===== src/rtl/core/line_edit_input_buffer_unit_defines.svh =====
// Assertion macros shared by the line edit input buffer RTL.
// No dependencies; included by files that carry concurrent assertions.
`ifndef LINE_EDIT_INPUT_BUFFER_UNIT_DEFINES_SVH
`define LINE_EDIT_INPUT_BUFFER_UNIT_DEFINES_SVH

// Clocked assertion on clk_i, quiet while rst_ni is low
`define LEIB_ASSERT(lbl, prop, msg) \
  lbl: assert property (@(posedge clk_i) disable iff (!rst_ni) prop) else $error(msg);

// Clocked assertion that also holds through reset
`define LEIB_ASSERT_ALWAYS(lbl, prop, msg) \
  lbl: assert property (@(posedge clk_i) prop) else $error(msg);

`endif


===== src/rtl/core/leib_pkg.sv =====
// Package for the line edit input buffer: sizes, key codes, result type, index helpers.
// No dependencies; used by the top level.
`timescale 1ns / 1ps

package leib_pkg;

  // Store depth and derived widths (indices run modulo 2*DEPTH)
  localparam int DEPTH  = 128;
  localparam int SPAN   = 2 * DEPTH;
  localparam int AW     = (DEPTH > 1) ? $clog2(DEPTH) : 1;
  localparam int IDX_W  = $clog2(SPAN);
  localparam int PADDR_W = 3;

  typedef logic [IDX_W-1:0] idx_t;
  typedef logic [AW-1:0]    addr_t;

  localparam idx_t DEPTH_IX = IDX_W'(DEPTH);
  localparam idx_t SPAN_IX  = IDX_W'(SPAN);
  localparam idx_t LAST_IX  = IDX_W'(SPAN - 1);

  // Opcodes
  localparam logic OP_KEY  = 1'b0;
  localparam logic OP_READ = 1'b1;

  // Key codes
  localparam logic [7:0] KEY_CTRL_C = 8'h03;
  localparam logic [7:0] KEY_CTRL_D = 8'h04;
  localparam logic [7:0] KEY_CTRL_H = 8'h08;
  localparam logic [7:0] KEY_LF     = 8'h0a;
  localparam logic [7:0] KEY_CR     = 8'h0d;
  localparam logic [7:0] KEY_CTRL_P = 8'h10;
  localparam logic [7:0] KEY_CTRL_U = 8'h15;
  localparam logic [7:0] KEY_DEL    = 8'h7f;
  localparam logic [7:0] KEY_NUL    = 8'h00;

  // Read status codes
  localparam logic [1:0] RS_BYTE    = 2'd0;
  localparam logic [1:0] RS_NEWLINE = 2'd1;
  localparam logic [1:0] RS_EOF     = 2'd2;
  localparam logic [1:0] RS_EMPTY   = 2'd3;

  // Register word indexes
  localparam logic [PADDR_W-3:0] REG_LINE_MODE = '0;

  // One result beat
  typedef struct packed {
    logic       echo_valid;
    logic [7:0] echo_char;
    logic [7:0] erase_count;
    logic       line_ready;
    logic       list_request;
    logic       dropped;
    logic [1:0] read_status;
    logic [7:0] read_char;
  } res_t;

  function automatic idx_t idx_inc(idx_t x);
    return (x == LAST_IX) ? '0 : idx_t'(x + 1'b1);
  endfunction

  function automatic idx_t idx_dec(idx_t x);
    return (x == '0) ? LAST_IX : idx_t'(x - 1'b1);
  endfunction

  // Distance a - b modulo SPAN
  function automatic idx_t idx_dist(idx_t a, idx_t b);
    idx_t diff;
    diff = idx_t'(a - b);
    return (a >= b) ? diff : idx_t'(diff + SPAN_IX);
  endfunction

  // Store slot of an index
  function automatic addr_t idx_slot(idx_t x);
    idx_t s;
    s = (x >= DEPTH_IX) ? idx_t'(x - DEPTH_IX) : x;
    return s[AW-1:0];
  endfunction

  // Clamp an erase count to eight bits
  function automatic logic [7:0] sat_erase(idx_t c);
    logic [IDX_W+7:0] w;
    w = {8'b0, c};
    return (w > (IDX_W+8)'(255)) ? 8'hff : w[7:0];
  endfunction

endpackage


===== src/rtl/core/leib_if.sv =====
// Valid/ready channel interfaces for the line edit input buffer.
// No dependencies; the field widths match the leib_pkg result type.
`timescale 1ns / 1ps

interface leib_in_if;
  logic       valid;
  logic       ready;
  logic       opcode;
  logic [7:0] key;
  logic       read_started;

  modport source (output valid, opcode, key, read_started, input ready);
  modport sink   (input valid, opcode, key, read_started, output ready);
endinterface

interface leib_out_if;
  logic       valid;
  logic       ready;
  logic       echo_valid;
  logic [7:0] echo_char;
  logic [7:0] erase_count;
  logic       line_ready;
  logic       list_request;
  logic       dropped;
  logic [1:0] read_status;
  logic [7:0] read_char;

  modport source (output valid, echo_valid, echo_char, erase_count, line_ready,
                  list_request, dropped, read_status, read_char, input ready);
  modport sink   (input valid, echo_valid, echo_char, erase_count, line_ready,
                  list_request, dropped, read_status, read_char, output ready);
endinterface


===== src/rtl/core/line_edit_input_buffer_unit.sv =====
// Line edit input buffer: keyboard ring store with read, commit and edit indices.
// Depends on leib_pkg, leib_if.sv and line_edit_input_buffer_unit_defines.svh.
//
//  channel  | kind          | beat contents
//  ---------+---------------+-----------------------------------------------
//  in_i     | valid/ready   | opcode, key, read_started
//  out_o    | valid/ready   | echo, erase count, ready/list/drop flags, read
//  apb      | APB write/read| line_mode at byte address 0
//
// Most beats pass through accept, execute and done states; a read of a stored byte adds
// a read state, as the line store has a registered read port.
// A kill-line (^U, ^C) walks back through a fetch and a check state per erased byte;
// at most DEPTH-1 bytes are uncommitted.
// The result sits in an output register; the next beat is taken while it waits,
// and a finished result stalls only if the previous one is still not taken.
// Reset clears the indices and line_mode to 1; the store itself is not cleared.
`timescale 1ns / 1ps
`include "line_edit_input_buffer_unit_defines.svh"

module line_edit_input_buffer_unit (
  input  logic                            clk_i,
  input  logic                            rst_ni,
  leib_in_if.sink                         in_i,
  leib_out_if.source                      out_o,
  input  logic                            psel,
  input  logic                            penable,
  input  logic                            pwrite,
  input  logic [leib_pkg::PADDR_W-1:0]    paddr,
  input  logic [31:0]                     pwdata,
  output logic [31:0]                     prdata,
  output logic                            pready
);

  typedef enum logic [5:0] {
    ST_IDLE = 6'b000001,
    ST_EXEC = 6'b000010,
    ST_RD   = 6'b000100,
    ST_KILL = 6'b001000,
    ST_KCHK = 6'b010000,
    ST_DONE = 6'b100000
  } state_e;

  state_e               state_q, state_d;
  leib_pkg::idx_t       read_q, read_d;
  leib_pkg::idx_t       commit_q, commit_d;
  leib_pkg::idx_t       edit_q, edit_d;
  leib_pkg::idx_t       kill_cnt_q, kill_cnt_d;
  logic                 line_mode_q, line_mode_d;
  logic                 op_q;
  logic [7:0]           key_q;
  logic                 started_q;
  leib_pkg::res_t       res_q, res_d;
  leib_pkg::res_t       out_res_q, out_res_d;
  logic                 out_valid_q, out_valid_d;

  logic [7:0]           line_store_q [leib_pkg::DEPTH];
  logic [7:0]           store_rdata_q;
  leib_pkg::addr_t      store_raddr;
  leib_pkg::addr_t      store_waddr;
  logic [7:0]           store_wdata;
  logic                 store_we;

  logic                 in_accept;
  logic                 out_free;
  logic                 cfg_we;
  logic                 reg_hit;
  logic [7:0]           key_char;
  leib_pkg::idx_t       edit_inc;

  // APB port: always ready, one register
  assign pready  = 1'b1;
  assign reg_hit = (paddr[leib_pkg::PADDR_W-1:2] == leib_pkg::REG_LINE_MODE);
  assign cfg_we  = psel && penable && pwrite && reg_hit;
  assign prdata  = reg_hit ? {31'b0, line_mode_q} : 32'b0;
  assign line_mode_d = cfg_we ? pwdata[0] : line_mode_q;

  // Handshakes
  assign out_free  = !out_valid_q || out_o.ready;
  assign in_i.ready = (state_q == ST_IDLE) || ((state_q == ST_DONE) && out_free);
  assign in_accept = in_i.valid && in_i.ready;

  // Drive the output beat
  assign out_o.valid        = out_valid_q;
  assign out_o.echo_valid   = out_res_q.echo_valid;
  assign out_o.echo_char    = out_res_q.echo_char;
  assign out_o.erase_count  = out_res_q.erase_count;
  assign out_o.line_ready   = out_res_q.line_ready;
  assign out_o.list_request = out_res_q.list_request;
  assign out_o.dropped      = out_res_q.dropped;
  assign out_o.read_status  = out_res_q.read_status;
  assign out_o.read_char    = out_res_q.read_char;

  assign key_char = (key_q == leib_pkg::KEY_CR) ? leib_pkg::KEY_LF : key_q;
  assign edit_inc = leib_pkg::idx_inc(edit_q);

  // Sequencer: execute, stored-byte read and kill-line walk
  always_comb begin
    state_d     = state_q;
    read_d      = read_q;
    commit_d    = commit_q;
    edit_d      = edit_q;
    kill_cnt_d  = kill_cnt_q;
    res_d       = res_q;
    out_res_d   = out_res_q;
    out_valid_d = out_valid_q && !out_o.ready;
    store_raddr = leib_pkg::idx_slot(read_q);
    store_waddr = leib_pkg::idx_slot(edit_q);
    store_wdata = key_char;
    store_we    = 1'b0;

    case (state_q)
      ST_IDLE: begin
        if (in_accept) begin
          state_d = ST_EXEC;
        end
      end

      ST_EXEC: begin
        res_d   = '0;
        state_d = ST_DONE;
        if (op_q == leib_pkg::OP_READ) begin
          if (read_q == commit_q) begin
            res_d.read_status = leib_pkg::RS_EMPTY;
          end else begin
            state_d = ST_RD;
          end
        end else if (key_q == leib_pkg::KEY_CTRL_P) begin
          res_d.list_request = line_mode_q;
        end else if (key_q == leib_pkg::KEY_CTRL_U || key_q == leib_pkg::KEY_CTRL_C) begin
          if (line_mode_q) begin
            kill_cnt_d = '0;
            state_d    = ST_KILL;
          end
        end else if (key_q == leib_pkg::KEY_CTRL_H || key_q == leib_pkg::KEY_DEL) begin
          if (line_mode_q && (edit_q != commit_q)) begin
            edit_d            = leib_pkg::idx_dec(edit_q);
            res_d.erase_count = 8'd1;
          end
        end else if (key_q != leib_pkg::KEY_NUL) begin
          if (leib_pkg::idx_dist(edit_q, read_q) < leib_pkg::DEPTH_IX) begin
            store_we = 1'b1;
            edit_d   = edit_inc;
            if (line_mode_q) begin
              res_d.echo_valid = 1'b1;
              res_d.echo_char  = key_char;
            end
            if (!line_mode_q || key_char == leib_pkg::KEY_LF ||
                key_char == leib_pkg::KEY_CTRL_D ||
                leib_pkg::idx_dist(edit_inc, read_q) == leib_pkg::DEPTH_IX) begin
              commit_d         = edit_inc;
              res_d.line_ready = 1'b1;
            end
          end else begin
            res_d.dropped = 1'b1;
          end
        end
      end

      ST_RD: begin
        // Classify the byte at the read index
        state_d = ST_DONE;
        if (store_rdata_q == leib_pkg::KEY_CTRL_D) begin
          res_d.read_status = leib_pkg::RS_EOF;
          if (!started_q) begin
            read_d = leib_pkg::idx_inc(read_q);
          end
        end else begin
          read_d            = leib_pkg::idx_inc(read_q);
          res_d.read_char   = store_rdata_q;
          res_d.read_status = (store_rdata_q == leib_pkg::KEY_LF) ?
                              leib_pkg::RS_NEWLINE : leib_pkg::RS_BYTE;
        end
      end

      ST_KILL: begin
        // Fetch the byte before the edit index, or stop at the commit index
        store_raddr = leib_pkg::idx_slot(leib_pkg::idx_dec(edit_q));
        if (edit_q == commit_q) begin
          res_d.erase_count = leib_pkg::sat_erase(kill_cnt_q);
          state_d           = ST_DONE;
        end else begin
          state_d = ST_KCHK;
        end
      end

      ST_KCHK: begin
        // Stop at a newline, else erase one byte
        if (store_rdata_q == leib_pkg::KEY_LF) begin
          res_d.erase_count = leib_pkg::sat_erase(kill_cnt_q);
          state_d           = ST_DONE;
        end else begin
          edit_d     = leib_pkg::idx_dec(edit_q);
          kill_cnt_d = leib_pkg::idx_t'(kill_cnt_q + 1'b1);
          state_d    = ST_KILL;
        end
      end

      ST_DONE: begin
        // Hand the result to the output register once it is free
        if (out_free) begin
          out_valid_d = 1'b1;
          out_res_d   = res_q;
          state_d     = in_accept ? ST_EXEC : ST_IDLE;
        end
      end

      default: begin
        state_d = ST_IDLE;
      end
    endcase
  end

  // Control registers
  always_ff @(posedge clk_i or negedge rst_ni) begin
    if (!rst_ni) begin
      state_q     <= ST_IDLE;
      read_q      <= '0;
      commit_q    <= '0;
      edit_q      <= '0;
      kill_cnt_q  <= '0;
      line_mode_q <= 1'b1;
      out_valid_q <= 1'b0;
    end else begin
      state_q     <= state_d;
      read_q      <= read_d;
      commit_q    <= commit_d;
      edit_q      <= edit_d;
      kill_cnt_q  <= kill_cnt_d;
      line_mode_q <= line_mode_d;
      out_valid_q <= out_valid_d;
    end
  end

  // Payload registers: input beat and results
  always_ff @(posedge clk_i) begin
    if (in_accept) begin
      op_q      <= in_i.opcode;
      key_q     <= in_i.key;
      started_q <= in_i.read_started;
    end
    res_q     <= res_d;
    out_res_q <= out_res_d;
  end

  // Line store: one write port, one registered read port
  always_ff @(posedge clk_i) begin
    if (store_we) begin
      line_store_q[store_waddr] <= store_wdata;
    end
    store_rdata_q <= line_store_q[store_raddr];
  end

  // Index invariants and sequencing checks
  `LEIB_ASSERT(a_fill_bound, (leib_pkg::idx_dist(edit_q, read_q) <= leib_pkg::DEPTH_IX), "edit index ran more than DEPTH ahead of read index")
  `LEIB_ASSERT(a_commit_order, (leib_pkg::idx_dist(commit_q, read_q) <= leib_pkg::idx_dist(edit_q, read_q)), "commit index left the read..edit window")
  `LEIB_ASSERT(a_kill_stop, (state_q == ST_KCHK) |-> (edit_q != commit_q), "kill walk checked a committed byte")
  `LEIB_ASSERT(a_accept_exec, in_accept |=> (state_q == ST_EXEC), "accepted beat did not start execution")
  `LEIB_ASSERT(a_write_exec, store_we |-> (state_q == ST_EXEC && op_q == leib_pkg::OP_KEY), "store written outside a key execute cycle")

endmodule

===== src/flat_wrapper.sv =====
// flat-port wrapper written by rule: the top's interface ports become plain ports
module line_edit_input_buffer_unit_flat 
  (clk_i, rst_ni, psel, penable, pwrite, paddr, pwdata, prdata, pready, in_i_valid, in_i_opcode, in_i_key, in_i_read_started, in_i_ready, out_o_valid, out_o_echo_valid, out_o_echo_char, out_o_erase_count, out_o_line_ready, out_o_list_request, out_o_dropped, out_o_read_status, out_o_read_char, out_o_ready);
  leib_in_if in_i_i ();
  leib_out_if out_o_i ();
  input  logic clk_i;
  input  logic rst_ni;
  input  logic psel;
  input  logic penable;
  input  logic pwrite;
  input  logic [leib_pkg::PADDR_W-1:0] paddr;
  input  logic [31:0] pwdata;
  output logic [31:0] prdata;
  output logic pready;
  input wire logic [$bits(in_i_i.valid)-1:0] in_i_valid;
  input wire logic [$bits(in_i_i.opcode)-1:0] in_i_opcode;
  input wire logic [$bits(in_i_i.key)-1:0] in_i_key;
  input wire logic [$bits(in_i_i.read_started)-1:0] in_i_read_started;
  output wire logic [$bits(in_i_i.ready)-1:0] in_i_ready;
  output wire logic [$bits(out_o_i.valid)-1:0] out_o_valid;
  output wire logic [$bits(out_o_i.echo_valid)-1:0] out_o_echo_valid;
  output wire logic [$bits(out_o_i.echo_char)-1:0] out_o_echo_char;
  output wire logic [$bits(out_o_i.erase_count)-1:0] out_o_erase_count;
  output wire logic [$bits(out_o_i.line_ready)-1:0] out_o_line_ready;
  output wire logic [$bits(out_o_i.list_request)-1:0] out_o_list_request;
  output wire logic [$bits(out_o_i.dropped)-1:0] out_o_dropped;
  output wire logic [$bits(out_o_i.read_status)-1:0] out_o_read_status;
  output wire logic [$bits(out_o_i.read_char)-1:0] out_o_read_char;
  input wire logic [$bits(out_o_i.ready)-1:0] out_o_ready;
  assign in_i_i.valid = in_i_valid;
  assign in_i_i.opcode = in_i_opcode;
  assign in_i_i.key = in_i_key;
  assign in_i_i.read_started = in_i_read_started;
  assign in_i_ready = in_i_i.ready;
  assign out_o_valid = out_o_i.valid;
  assign out_o_echo_valid = out_o_i.echo_valid;
  assign out_o_echo_char = out_o_i.echo_char;
  assign out_o_erase_count = out_o_i.erase_count;
  assign out_o_line_ready = out_o_i.line_ready;
  assign out_o_list_request = out_o_i.list_request;
  assign out_o_dropped = out_o_i.dropped;
  assign out_o_read_status = out_o_i.read_status;
  assign out_o_read_char = out_o_i.read_char;
  assign out_o_i.ready = out_o_ready;
  line_edit_input_buffer_unit u_core (.clk_i(clk_i), .rst_ni(rst_ni), .in_i(in_i_i), .out_o(out_o_i), .psel(psel), .penable(penable), .pwrite(pwrite), .paddr(paddr), .pwdata(pwdata), .prdata(prdata), .pready(pready));
endmodule

===== config.mk =====
export PLATFORM = sky130hd
export DESIGN_NAME = line_edit_input_buffer_unit_flat
export DESIGN_NICKNAME = d
export VERILOG_FILES = /design/src/rtl/core/leib_pkg.sv /design/src/rtl/core/leib_if.sv /design/src/rtl/core/line_edit_input_buffer_unit.sv /design/src/flat_wrapper.sv
export VERILOG_INCLUDE_DIRS = /design/src /design/src/rtl/core
export SDC_FILE = /design/constraint.sdc
export NUM_CORES = 2
export LEC_CHECK = 0
export BUFFER_PORTS_ARGS = -buffer_cell sky130_fd_sc_hd__buf_2
export CORE_ASPECT_RATIO = 0.7
export CORE_MARGIN = 2
export CORE_UTILIZATION = 50
export CTS_CLUSTER_DIAMETER = 30
export CTS_CLUSTER_SIZE = 24
export DETAILED_ROUTE_END_ITERATION = 8
export PLACE_DENSITY = 0.66
export SLEW_MARGIN = 0
export SYNTH_ARGS = -nofsm -noshare
export SYNTH_HDL_FRONTEND = slang
export SYNTH_SLANG_ARGS = --single-unit
export TNS_END_PERCENT = 100

===== constraint.sdc =====
create_clock -name clk_i -period 5.15 [get_ports clk_i]
set_input_delay 0.515 -clock clk_i [delete_from_list [all_inputs] [get_ports clk_i]]
set_output_delay 0.515 -clock clk_i [all_outputs]
set_load 0.02 [all_outputs]

# After elaboration in Yosys (flattened, before gate mapping)
# Memories as Yosys holds them, arrays and structs flattened. A register that Yosys moved wholly into a read port is not among the register bits.
# Cells that the tools add are included.
dict set report op_classes {
  bitwise 8
  order_cmp 4
  eq_ne 37
  muxes 73
  addsub 9
  n_reduce_logical 34
}
# cell n
set op_table {}
lappend op_table {{two-way mux 8 bit} 22}
lappend op_table {{two-way mux 6 bit} 9}
lappend op_table {{case mux 6 bit (6 select lines)} 1}
lappend op_table {{equality test 8 x 4 -> 1 bit (second input constant)} 4}
lappend op_table {{case mux 8 bit (2 select lines)} 2}
lappend op_table {{two-way mux 7 bit} 4}
lappend op_table {{two-way mux 9 bit} 3}
lappend op_table {{two-way mux 1 bit} 25}
lappend op_table {{adder 8 x 1 -> 8 bit (second input constant)} 3}
lappend op_table {{equality test 8 bit (second input constant)} 3}
lappend op_table {{greater-or-equal comparator 8 bit (second input constant)} 3}
lappend op_table {{case mux 8 bit (3 select lines)} 1}
lappend op_table {{subtractor 7 x 1 -> 7 bit (second input constant)} 3}
lappend op_table {{case mux 10 bit (2 select lines)} 1}
lappend op_table {{equality test 8 x 3 -> 1 bit (second input constant)} 2}
lappend op_table {{equality test 8 x 5 -> 1 bit (second input constant)} 2}
lappend op_table {{equality test 8 bit} 2}
lappend op_table {{AND reduction 8 bit} 2}
lappend op_table {{subtractor 8 bit} 2}
lappend op_table {{!= test 2 x 1 -> 1 bit (second input constant)} 6}
lappend op_table {{!= test 2 bit (second input constant)} 6}
lappend op_table {{two-way mux 11 bit} 1}
lappend op_table {{equality test 8 x 2 -> 1 bit (second input constant)} 1}
lappend op_table {{equality test 8 x 7 -> 1 bit (second input constant)} 1}
lappend op_table {{other kinds (27)} 56}
dict set report totals {
  elab_cells 192
  ff_bits 110
  mem_count 1
  out_inout_bits 65
  ram_bits 1024
}
# memory words width read_ports rd_ports_with_merged_regs write_ports line
set mem_list {}
lappend mem_list {u_core.line_store_q 128 8 1 1 1 line_edit_input_buffer_unit.sv:56} ;# logic [7:0] line_store_q [leib_pkg::DEPTH];

# Logic depth before layout (Yosys ltp)
dict set report depth {
  ltp_word 14
  ltp_mapped 16
  mapped_depth_nobuf 15
}

# Least setup slack after synthesis
# Ideal clock, no wire load.
dict set report synth_timing {
  path_type {reg-to-reg}
  from {reg u_core.key_q[3]}
  to {mem u_core.line_store_q[0][0] (data pin)}
  setup_ns 0.833
  required_ns 4.317
  path_stages_with_launch 4
  t_arrival_ns 3.808
  path_slack_ns 0.509
  n_path_buf 0
  path_cell_list {edfxtp_1 nand4b_1 nor2_1 nor2b_1}
}
dict set report synth_between {
  elab_chain_cells 2
}
# item line
set synth_rtl {}
lappend synth_rtl {{start: declaration} line_edit_input_buffer_unit.sv:50} ;# logic [7:0] key_q;
lappend synth_rtl {{start signal: assignment} line_edit_input_buffer_unit.sv:238} ;# key_q <= in_i.key;
lappend synth_rtl {{equality test 8 x 4 -> 1 bit} line_edit_input_buffer_unit.sv:93} ;# assign key_char = (key_q == leib_pkg::KEY_CR) ? leib_pkg::KEY_LF : key_q;
lappend synth_rtl {{two-way mux 8 bit} line_edit_input_buffer_unit.sv:93}
lappend synth_rtl {{named net u_core.key_char[0]} line_edit_input_buffer_unit.sv:67} ;# logic [7:0] key_char;
lappend synth_rtl {{end: declaration} line_edit_input_buffer_unit.sv:56}
# The timed path passes the listed nets, and every way through them passes these cells.

# Worst setup path in the final report
dict set report layout_timing {
  from {reg u_core.edit_q[0]}
  to {reg u_core.store_rdata_q[5] (read register of u_core.line_store_q)}
}
dict set report layout_between {
  elab_chain_cells 5
}
# item line
set layout_rtl {}
lappend layout_rtl {{start: declaration} line_edit_input_buffer_unit.sv:46} ;# leib_pkg::idx_t edit_q, edit_d;
lappend layout_rtl {{start signal: assignment} line_edit_input_buffer_unit.sv:227} ;# edit_q <= edit_d;
lappend layout_rtl {{subtractor 8 x 1 -> 8 bit / logical NOT 8 bit (equally long branches)} leib_pkg.sv:62} ;# return (x == '0) ? LAST_IX : idx_t'(x - 1'b1);
lappend layout_rtl {{two-way mux 8 bit (*)} leib_pkg.sv:62}
lappend layout_rtl {{subtractor 7 x 1 -> 7 bit / greater-or-equal comparator 8 bit (equally long branches)} leib_pkg.sv:75} ;# s = (x >= DEPTH_IX) ? idx_t'(x - DEPTH_IX) : x;
lappend layout_rtl {{two-way mux 7 bit (*)} leib_pkg.sv:75}
lappend layout_rtl {{two-way mux 7 bit (*)} line_edit_input_buffer_unit.sv:111} ;# case (state_q)
lappend layout_rtl {{end: declaration} line_edit_input_buffer_unit.sv:57} ;# logic [7:0] store_rdata_q;
# Mark *: on every way between the ends. The rest lies on a longest branch, timed or not.
# A chain may end at the register's enable or synchronous reset.

==> qor.yml <==
synth:
  synth_seq_cells: 1142
  synth_top_cell_by_area: "edfxtp_1"
  synth_compound_area_share_pct: 10.2
  ys_warn_count: 0
  yosysSeqAreaShare_pct: 72.5
  synthAdderAreaFrac_pct: 0.480
  synth_simple_gate_area_share_pct: 9.72
  synth_ff_type: "edfxtp_1"
  synth_edf_count: 1094
  synth_top_area_share_pct: 70.0
  synthCells: 3348
  synth-async-reset-ratio_pct: 3.50
  syn-cell-area_um2: 46900
  synth_top_family_by_area: "compound AO/OA/AOI/OAI gates"
  avgSynthCellArea_um2: 14.0
  synth-xor-area-share_pct: 0.597
  synth.area.top_cells: "edfxtp_1 (70%), nand2_1 (3.9%), mux2i_1 (3.0%)"
  yosysUniqueCellTypes: 83
  muxShareOfSynthArea_pct: 3.20
clock_tree:
  ctsResizeCount: 0
  clockBufferDepth: 3
  htreeDepth: 4
  clk_pin_slew_worst_paths_ns: 0.07
  numCtsBuffers: 149
  cts.sinks: 1142
  cts_tree: "yes"
  cts-root-buf: "clkbuf_16"
  clk_latency_ns: 0.75
floorplanning:
  fp.coreArea_um2: 92500
  die_y_um: 260
  dieArea_um2: 96400
  dieWidth_um: 370
  initial_core_util_pct: 50.7
  num_rows: 93
  ios: 117
sta:
  setup_viol: 0
  rsz0062_at_grt: "no"
  report.final.slew_viol_count: 0
  fmaxAchievable_mhz: 208
  fin_crit_sh_pct: 93.1
  hold_viol: 0
  worstMarginPinSlew_ns: 1.04
  max-slew-margin-rel_pct: 30.2
  hold_slack_ns: 0.0289
  skew_ns: 0.0379
  min_period_ns: 4.80
  fin_tns_setup_ns: 0
final_layout:
  syn_to_final_growth_pct: 14.2
  finalNonFillerCells: 4802
  insertedDiodeCount: 0
  drive_above_1_share_pct: 13.5
  nNetsFinal: 3520
detailed_routing:
  wl_per_cell_um: 26.3
  viasPerCell: 6.24
  drt_iter0_drc: 4581
  drt_wl_total_um: 126000
  antenna_left: 0
  firstDrtPassIters: 9
  drcViolationCount: 0
  via_count: 30000
place:
  dp_hpwl_um: 76200
  io_buffers: 51
  dp.cells: 4522
  place_congestion: 0.922
min_path:
  min_path_cells: 2
  worstHoldPathType: "in2reg"
grt:
  grt_overflow_total: 0
  antenna_found_initial: 3
  grt_pass1_vias: 28800
  grt.total_usage_pct: 26.2
  grt_pass1_wl_um: 186000
  grt_max_degree: 129
worst_setup_path:
  cp.buffers_inverters: 4
  cp_slowest_stage_delay_ns: 0.69
  crit_cells: 14
  critPathCaptureType: "flop"
  crit_arrival_ns: 5.48
  start_kind: "flop"
  required_ns: 5.83
  rr_worst_depth: 14
  cp_slowest_cell: "nor2_4"
  path_cells: "buf_4 -> inv_1 -> ha_1 -> or3b_2 -> o2111a_2 -> nor2_4 -> buf_12 -> nand2_1 -> a22oi_1 -> o22ai_1 -> nor4_1 -> buf_4 -> o211ai_1 -> nor3_2"
  cp_max_fo: 69
  crit_top_cell: "buf_4"
  worstSetupPathType: "reg2reg"
  path_delay_family: "simple AND/OR/NAND/NOR gates"
power:
  power_density_nw_per_um2: 533
  peakVddDrop_mv: 0.345
  power.leakage_nw: 18.7
status:
  status: "complete, no violations"
flow_run:
  drv_cap: 0
[placed cells by master, fill, tap and decap left out, types with 90 or more instances in the layout]
cell,synthesis,final
edfxtp_1,1094,1094
nand2_1,491,488
a21oi_1,184,184
nor2_1,173,171
clkbuf_16,0,155
mux2i_1,140,140
a22oi_1,118,118
o22ai_1,107,107
buf_4,59,101
nand3_1,90,90
[cells in the mapped netlist (38+ instances only)]
| cell | number |
|---|---|
| a22oi_1 | 118 |
| buf_4 | 59 |
| nor2_1 | 173 |
| a21oi_1 | 184 |
| nand3_1 | 90 |
| clkbuf_1 | 73 |
| a31oi_1 | 86 |
| o22ai_1 | 107 |
| buf_2 | 97 |
| a211oi_1 | 80 |
| mux2i_1 | 140 |
| nand2_1 | 491 |
| and3_1 | 86 |
| dfrtp_1 | 38 |
| o21ai_0 | 55 |
| edfxtp_1 | 1094 |
[flip-flops by register name, summed over array words and instances, names as in the netlist, 2 cells and up]
| register | cells |
|---|---|
| u_core.out_o.erase_count | 8 |
| u_core.commit_q | 8 |
| u_core.read_q | 8 |
| u_core.store_rdata_q | 8 |
| u_core.line_store_q | 1024 |
| u_core.out_o.echo_char | 8 |
| u_core.res_q | 30 |
| u_core.kill_cnt_q | 8 |
| u_core.key_q | 8 |
| u_core.state_q | 6 |
| u_core.edit_q | 8 |
| u_core.out_o.read_status | 2 |
| u_core.out_o.read_char | 8 |
[what timing repair did]
item                                    CTS  global route
endpoints found under the setup margin    0             0
hold buffers                             12             0
endpoints found under the hold margin    49             0
setup buffers                             0             0
[layer usage]
layer	GRT usage, %	up-vias	wire length [µm]
met3	6.84	239	15200
met2	37.3	1736	54700
met4	9.32	0	3550
li1	-	13000	-
met1	38.9	15000	52900
met5	0	-	0
[path summary, 6_finish.rpt]
kind	from	end	slack, ns
setup / recovery	u_core.edit_q[0]	u_core.store_rdata_q[5]	0.35
hold / removal	in_i_valid	u_core.state_q[1]	0.03
setup reg to reg	u_core.edit_q[0]	u_core.store_rdata_q[5]	0.35
hold reg to reg	u_core.res_q[28]	u_core.out_o.echo_char[7]	0.42
max in group asynchronous	rst_ni	u_core.kill_cnt_q[6]	3.99
min in group asynchronous	rst_ni	u_core.state_q[1]	0.52
[metrics by stage]
step | total power, mW | util [%] | worst slack (ns) | area, µm²
floorplan | 16.0 | - | 0.509 | 47000
detailed placement | 18.4 | 52.5 | 0.543 | 48500
CTS | 28.6 | 57.9 | 0.501 | 53600
global route | 29.6 | 57.9 | 0.249 | 53600
finish | 28.6 | 57.9 | 0.353 | 53600
global placement | 18.2 | 52.5 | 0.636 | 48500
[report_power, final]
group	switching (mW)	internal, mW
clock	4.00	6.18
combinational	4.94	2.20
sequential	0.226	11.0
total	9.16	19.4
[cells by family after synthesis]
| group | count (synthesis) |
|---|---|
| AOI/OAI and AO/OA | 725 |
| DFF | 1142 |
| other | 2 |
| xor gates and xnor gates | 32 |
| and+or+nand+nor | 999 |
| adders and majority gates | 18 |
| buffers and inverters | 281 |
| muxes | 149 |
[worst register-to-register path: stages (launching register included)]
cell      delay [ns]
dfrtp_1         0.37
buf_4           0.20
inv_1           0.20
ha_1            0.20
or3b_2          0.56
o2111a_2        0.39
nor2_4          0.69
buf_12          0.39
nand2_1         0.16
a22oi_1         0.36
o22ai_1         0.22
nor4_1          0.52
buf_4           0.25
o211ai_1        0.11
nor3_2          0.13
[layout make-up]
class | count | area, µm²
inverter | 20 | 75.1
fill | 6958 | 38900
clock inverter | 97 | 978
clock buffer | 171 | 3960
multi-input combinational | 1955 | 11500
tap | 1235 | 1550
sequential | 1142 | 34000
timing repair buffer | 182 | 1490
No activity file was read; power rests on OpenSTA's default activity.
